<file path="src/sv/trm_pkg.sv">
// trm_pkg: shared types, constants and codes for the topology range match block
// no dependencies; compiled first
package trm_pkg;

  localparam int TABLE_DEPTH = 256;
  localparam int FRAME_BITS  = 24;
  localparam int IDX_BITS    = $clog2(TABLE_DEPTH);
  localparam int CNT_BITS    = $clog2(TABLE_DEPTH + 1);

  typedef logic [FRAME_BITS-1:0] frame_t;
  typedef logic [IDX_BITS-1:0]   idx_t;
  typedef logic [CNT_BITS-1:0]   cnt_t;
  typedef logic [1:0]            func_t;

  localparam func_t FUNC_BEGIN = 2'd0;
  localparam func_t FUNC_CODE  = 2'd1;
  localparam func_t FUNC_QUERY = 2'd2;

  localparam cnt_t TABLE_FULL = cnt_t'(TABLE_DEPTH);

  typedef enum logic [2:0] {
    SRCH_IDLE,
    SRCH_LAST,
    SRCH_FIRST,
    SRCH_CHECK,
    SRCH_STEP,
    SRCH_END,
    SRCH_EMIT
  } srch_state_t;

  // query handed from the top level to the search sequencer
  typedef struct packed {
    logic   start;
    frame_t frame_a;
    frame_t frame_b;
    cnt_t   count;
  } srch_req_t;

  typedef struct packed {
    logic busy;
    logic done;
    logic match;
  } srch_rsp_t;

endpackage

</file>
<file path="src/sv/trm_search.sv">
// trm_search: sequencer and shared compare unit for the floored-interval binary search
// depends on trm_pkg; reads the table through trm_table's registered read port
module trm_search (
  input  logic               clk,
  input  logic               rst_n,
  input  trm_pkg::srch_req_t req,
  input  logic               out_free,
  output trm_pkg::srch_rsp_t rsp,
  output trm_pkg::idx_t      rd_addr,
  input  trm_pkg::frame_t    rd_data
);
  import trm_pkg::*;

  srch_state_t state_r, state_nxt;
  frame_t      a_r, a_nxt;
  frame_t      b_r, b_nxt;
  cnt_t        cnt_r, cnt_nxt;
  frame_t      last_r, last_nxt;
  frame_t      lo_val_r, lo_val_nxt;
  idx_t        lo_r, lo_nxt;
  idx_t        hi_r, hi_nxt;
  idx_t        mid_r, mid_nxt;
  logic        match_r, match_nxt;

  logic              probe;
  idx_t              lo_n, hi_n;
  idx_t              last_idx;
  logic [IDX_BITS:0] mid_sum;

  assign last_idx = idx_t'(cnt_r - cnt_t'(1));

  always_ff @(posedge clk) begin
    if (!rst_n) begin
      state_r <= SRCH_IDLE;
    end else begin
      state_r <= state_nxt;
    end
  end

  always_ff @(posedge clk) begin
    a_r      <= a_nxt;
    b_r      <= b_nxt;
    cnt_r    <= cnt_nxt;
    last_r   <= last_nxt;
    lo_val_r <= lo_val_nxt;
    lo_r     <= lo_nxt;
    hi_r     <= hi_nxt;
    mid_r    <= mid_nxt;
    match_r  <= match_nxt;
  end

  always_comb begin
    state_nxt  = state_r;
    a_nxt      = a_r;
    b_nxt      = b_r;
    cnt_nxt    = cnt_r;
    last_nxt   = last_r;
    lo_val_nxt = lo_val_r;
    lo_nxt     = lo_r;
    hi_nxt     = hi_r;
    mid_nxt    = mid_r;
    match_nxt  = match_r;
    rd_addr    = '0;
    probe      = 1'b0;
    lo_n       = lo_r;
    hi_n       = hi_r;
    rsp.done   = 1'b0;
    rsp.busy   = (state_r != SRCH_IDLE);
    rsp.match  = match_r;

    case (state_r)
      SRCH_IDLE: begin
        if (req.start) begin
          a_nxt   = req.frame_a;
          b_nxt   = req.frame_b;
          cnt_nxt = req.count;
          if (req.count == '0) begin
            match_nxt = 1'b1;
            state_nxt = SRCH_EMIT;
          end else begin
            state_nxt = SRCH_LAST;
          end
        end
      end
      SRCH_LAST: begin
        rd_addr   = last_idx;
        state_nxt = SRCH_FIRST;
      end
      SRCH_FIRST: begin
        last_nxt  = rd_data;
        rd_addr   = '0;
        state_nxt = SRCH_CHECK;
      end
      SRCH_CHECK: begin
        // rd_data holds the first entry here
        if (a_r >= last_r) begin
          match_nxt = (b_r >= last_r);
          state_nxt = SRCH_EMIT;
        end else if (a_r < rd_data) begin
          match_nxt = (b_r < rd_data);
          state_nxt = SRCH_EMIT;
        end else begin
          lo_val_nxt = rd_data;
          lo_n       = '0;
          hi_n       = last_idx;
          probe      = 1'b1;
        end
      end
      SRCH_STEP: begin
        // rd_data holds the entry at mid
        if (a_r < rd_data) begin
          hi_n = mid_r - idx_t'(1);
        end else begin
          lo_n       = mid_r;
          lo_val_nxt = rd_data;
        end
        probe = 1'b1;
      end
      SRCH_END: begin
        match_nxt = (b_r >= lo_val_r) && (b_r < rd_data);
        state_nxt = SRCH_EMIT;
      end
      SRCH_EMIT: begin
        if (out_free) begin
          rsp.done  = 1'b1;
          state_nxt = SRCH_IDLE;
        end
      end
      default: begin
        state_nxt = SRCH_IDLE;
      end
    endcase

    // issue the next probe, or the entry just above the final interval
    mid_sum = {1'b0, lo_n} + {1'b0, hi_n} + {{IDX_BITS{1'b0}}, 1'b1};
    if (probe) begin
      lo_nxt = lo_n;
      hi_nxt = hi_n;
      if (hi_n > lo_n) begin
        mid_nxt   = mid_sum[IDX_BITS:1];
        rd_addr   = mid_sum[IDX_BITS:1];
        state_nxt = SRCH_STEP;
      end else begin
        rd_addr   = lo_n + idx_t'(1);
        state_nxt = SRCH_END;
      end
    end
  end

  a_start_idle: assert property (@(posedge clk) disable iff (!rst_n)
    req.start |-> (state_r == SRCH_IDLE))
    else $error("search started while busy");

  a_done_free: assert property (@(posedge clk) disable iff (!rst_n)
    rsp.done |-> (out_free && state_r == SRCH_EMIT))
    else $error("result released while output slot busy");

  a_step_range: assert property (@(posedge clk) disable iff (!rst_n)
    (state_r == SRCH_STEP) |-> (hi_r >= mid_r && mid_r > lo_r))
    else $error("probe index outside search window");

  a_end_below_last: assert property (@(posedge clk) disable iff (!rst_n)
    (state_r == SRCH_END) |-> ({1'b0, lo_r} < (cnt_r - cnt_t'(1))))
    else $error("final interval at or above last entry");

endmodule

</file>
<file path="config.mk">
export PLATFORM = sky130hd
export DESIGN_NAME = trm_search
export DESIGN_NICKNAME = d
export VERILOG_FILES = /design/src/sv/trm_pkg.sv /design/src/sv/trm_search.sv
export SDC_FILE = /design/constraint.sdc
export NUM_CORES = 1
export LEC_CHECK = 0
export ABC_AREA = 1
export BUFFER_PORTS_ARGS = -buffer_cell sky130_fd_sc_hd__clkbuf_2
export CORE_MARGIN = 1.5
export CORE_UTILIZATION = 60
export CTS_BUF_LIST = sky130_fd_sc_hd__clkbuf_4 sky130_fd_sc_hd__clkbuf_8
export DETAILED_ROUTE_END_ITERATION = 10
export GPL_TIMING_DRIVEN = 1
export PLACE_DENSITY = 0.88
export SLEW_MARGIN = 15
export SYNTH_ARGS = -nofsm -noshare
export SYNTH_HDL_FRONTEND = slang
export SYNTH_SLANG_ARGS = --single-unit
export TNS_END_PERCENT = 20
</file>
<file path="constraint.sdc">
create_clock -name clk -period 11.9 [get_ports clk]
set_clock_uncertainty 0.15 [all_clocks]
set_input_delay 1.785 -clock clk [delete_from_list [all_inputs] [get_ports clk]]
set_output_delay 1.785 -clock clk [all_outputs]
set_load 0.05 [all_outputs]
</file>
==> out/metrics.yaml <==
worstReg2RegEnd: "mid_r[2]"
place_congestion: 0.951
final_common_cell: "nand2_1"
ctsResizeCount: 0
port_buffers: 95
crit_fanout: 26
drt_iter0_markers: 518
reg2reg_from: "a_r[11]"
setup_violations: 0
hold_path.class: "flop to flop"
worstRegToRegCells: 19
max_stage_delay_ns: 0.60
nNetsFinal: 1243
leakage_nw: 4.73
cp.arrival_ns: 6.31
min-delay-start: "hi_r[0]"
crit_buf_inv: 6
grt_pass1_wl_um: 32200
syn_inst: 908
worst_pin_slew_ns: 0.757
setup_tns_ns: 0
final_util_pct: 70.6
r2r_slack_ns: 7.05
fin_crit_sh_pct: 69.3
power_mw: 2.22
ys_ff_latch: 132
grt_max_degree: 57
diodes: 0
rows: 43
cts.clk_slew.worst_paths_ns: 0.08
cts_sinks: 132
status: "completed"
synth_cell_type_count: 47
synth_edf_count: 129
avgSynthCellArea_um2: 9.64
crit_chain: "clkbuf_2 -> inv_1 -> ha_1 -> nand2_1 -> nor2_2 -> nand2_2 -> nor3_2 -> nand2_2 -> nand2_8 -> nand3_4 -> nand2_2 -> inv_2 -> a21oi_1 -> ha_1 -> inv_1 -> nor4_1 -> nand2_1 -> a32oi_1 -> nand2_1 -> inv_1 -> nand2_1 -> o211ai_1 -> clkbuf_2"
hold_buffers: 0
ir_drop_mv: 0.220
cpMostUsedCell: "nand2_1"
layout-drive-gt1-share_pct: 18.6
synth_nets: 1131
finalCriticalPeriod_ns: 8.24
crit_type: "primary input to output pin"
first_global_vias: 6756
grt_overflow: 0
drv_cap: 0
hold_end: "hi_r[0]"
rsz0062_at_grt: "false"
fin_area_mm2: 0.00991
finalHoldViolations: 0
postCtsSetupBuffers: 0
cts-root-buf: "clkbuf_8"
syn_area_mm2: 0.00875
clk_latency_ns: 0.48
path_delay_family: "simple AND/OR/NAND/NOR gates"
placed_area_mm2: 0.00944
die_height_um: 124
antenna_found_initial: 0
powerDensity_mw_per_mm2: 224
post-synth-top-area-cell: "edfxtp_1"
synthToLayoutAreaGrowth_pct: 13.2
via_per_inst: 5.55
slew_headroom_pct: 49.4
layout_common_cells: "nand2_1, inv_1, ha_1"
drt_pass1_iterations: 5
cts_tree: "done"
ioPinCount: 96
fmax_mhz: 121
die_x_um: 124
critPathCaptureType: "output pin"
grt_use_total_pct: 28.5
cts_buffer_depth: 2
via_count: 6737
holdPathStages: 2
slowest_stage: "nand2_2"
cp.required_ns: 9.97
drt-total-wl_um: 20500
drc: 0
start_util_pct: 62.3
die_area_mm2: 0.0153
h-tree-depth: 4
synth_top_area_share_pct: 44.2
whs_ns: 0.509
fp.coreArea_mm2: 0.0140
postRouteAntennaNets: 0
ys_warn_count: 0
hpwl_um: 15700
ys.flop_type: "edfxtp_1"
cts-buffers-inserted: 17
cp-start-kind: "primary input"
seq_area_frac_synth_pct: 44.9
drv_slew: 0
synth_area_leaders: "edfxtp_1, ha_1, nand2_1, inv_1, a21oi_1"
wire_per_inst_um: 16.9
synthArstFlopShare_pct: 0
[worst register-to-register path: cells and delay by family, from the launching register on]
| kind | cells | cell delay, ns |
|---|---|---|
| AND/OR/NAND/NOR | 11 | 2.05 |
| AO/OA/AOI/OAI | 3 | 0.84 |
| adder cells (fa/ha/maj) | 2 | 0.55 |
| buffers and inverters | 3 | 0.51 |
| flip-flops | 1 | 0.43 |
[flip-flops by register name, summed over array words and instances (netlist names), 3 cells and up]
| register | count |
|---|---|
| a_r | 24 |
| b_r | 24 |
| last_r | 24 |
| lo_val_r | 24 |
| cnt_r | 8 |
| hi_r | 8 |
| lo_r | 8 |
| mid_r | 8 |
| state_r | 3 |
[metrics by stage]
| step | setup slack (ns) | cells |
|---|---|---|
| CTS | 3.65 | 1213 |
| global placement | 3.94 | 1181 |
| global route | 3.25 | 1213 |
| detailed placement | 3.66 | 1181 |
| floorplan | 4.56 | 908 |
| finish | 3.66 | 1213 |
[cell families after synthesis]
logic type	synth area share [%]
buffers and inverters	7.80
xor gates and xnor gates	1.80
AOI/OAI and AO/OA	8.69
adders and majority gates	19.7
and+or+nand+nor	17.1
DFF	44.9
[worst max path at each step]
stage / start / to / slack [ns] / cells after the start
4_1_cts: rd_data[19] / rd_addr[1] / 3.65 / 23
2_1_floorplan: rd_data[19] / rd_addr[1] / 4.56 / 21
3_5_place_dp: rd_data[19] / rd_addr[1] / 3.66 / 23
3_3_place_gp: rd_data[19] / rd_addr[1] / 3.94 / 23
5_1_grt: rd_data[19] / rd_addr[1] / 3.25 / 23
6_report: rd_data[19] / rd_addr[1] / 3.66 / 23
[synthesized netlist by cell type, types with 4 or more instances]
library cell    n
a211oi_1        6
a21oi_1        66
edfxtp_1      129
ha_1          138
inv_1         154
inv_2          18
nand2_1       155
nand2_2        13
nand2_4         4
nand3_1        42
nand3_2         4
nand4_1         7
nor2_1         54
nor2_2          4
nor2_4          7
nor3_1         13
o211ai_1        7
o21ai_0        17
o21ai_1         4
o22ai_1         4
xor2_1         15
[where the power goes]
part           internal [mW]  leakage, nW  switching [mW]  total [mW]
registers              0.670         1.22          0.0650       0.735
clock network          0.254        0.231           0.196       0.451
logic                  0.330         3.28           0.705        1.03
[area by class of cell]
cell class                      count  area [um2]
Inverter                          172         646
Clock buffer                       18         241
Sequential cell                   132        3930
Tap cell                          180         225
Timing Repair Buffer               97         490
Clock inverter                     14         228
Multi-Input combinational cell    600        4150
Fill cell                        1035        4130
[metal layers]
layer,vias up,part of all wire (%),global-route usage [%]
met5,-,0,0
met2,230,49,49.2
met1,3121,42,34.4
met4,0,2.9,11.9
li1,3330,-,-
met3,56,5.9,6.36
Note: power is estimated with default switching activity, not from simulation.
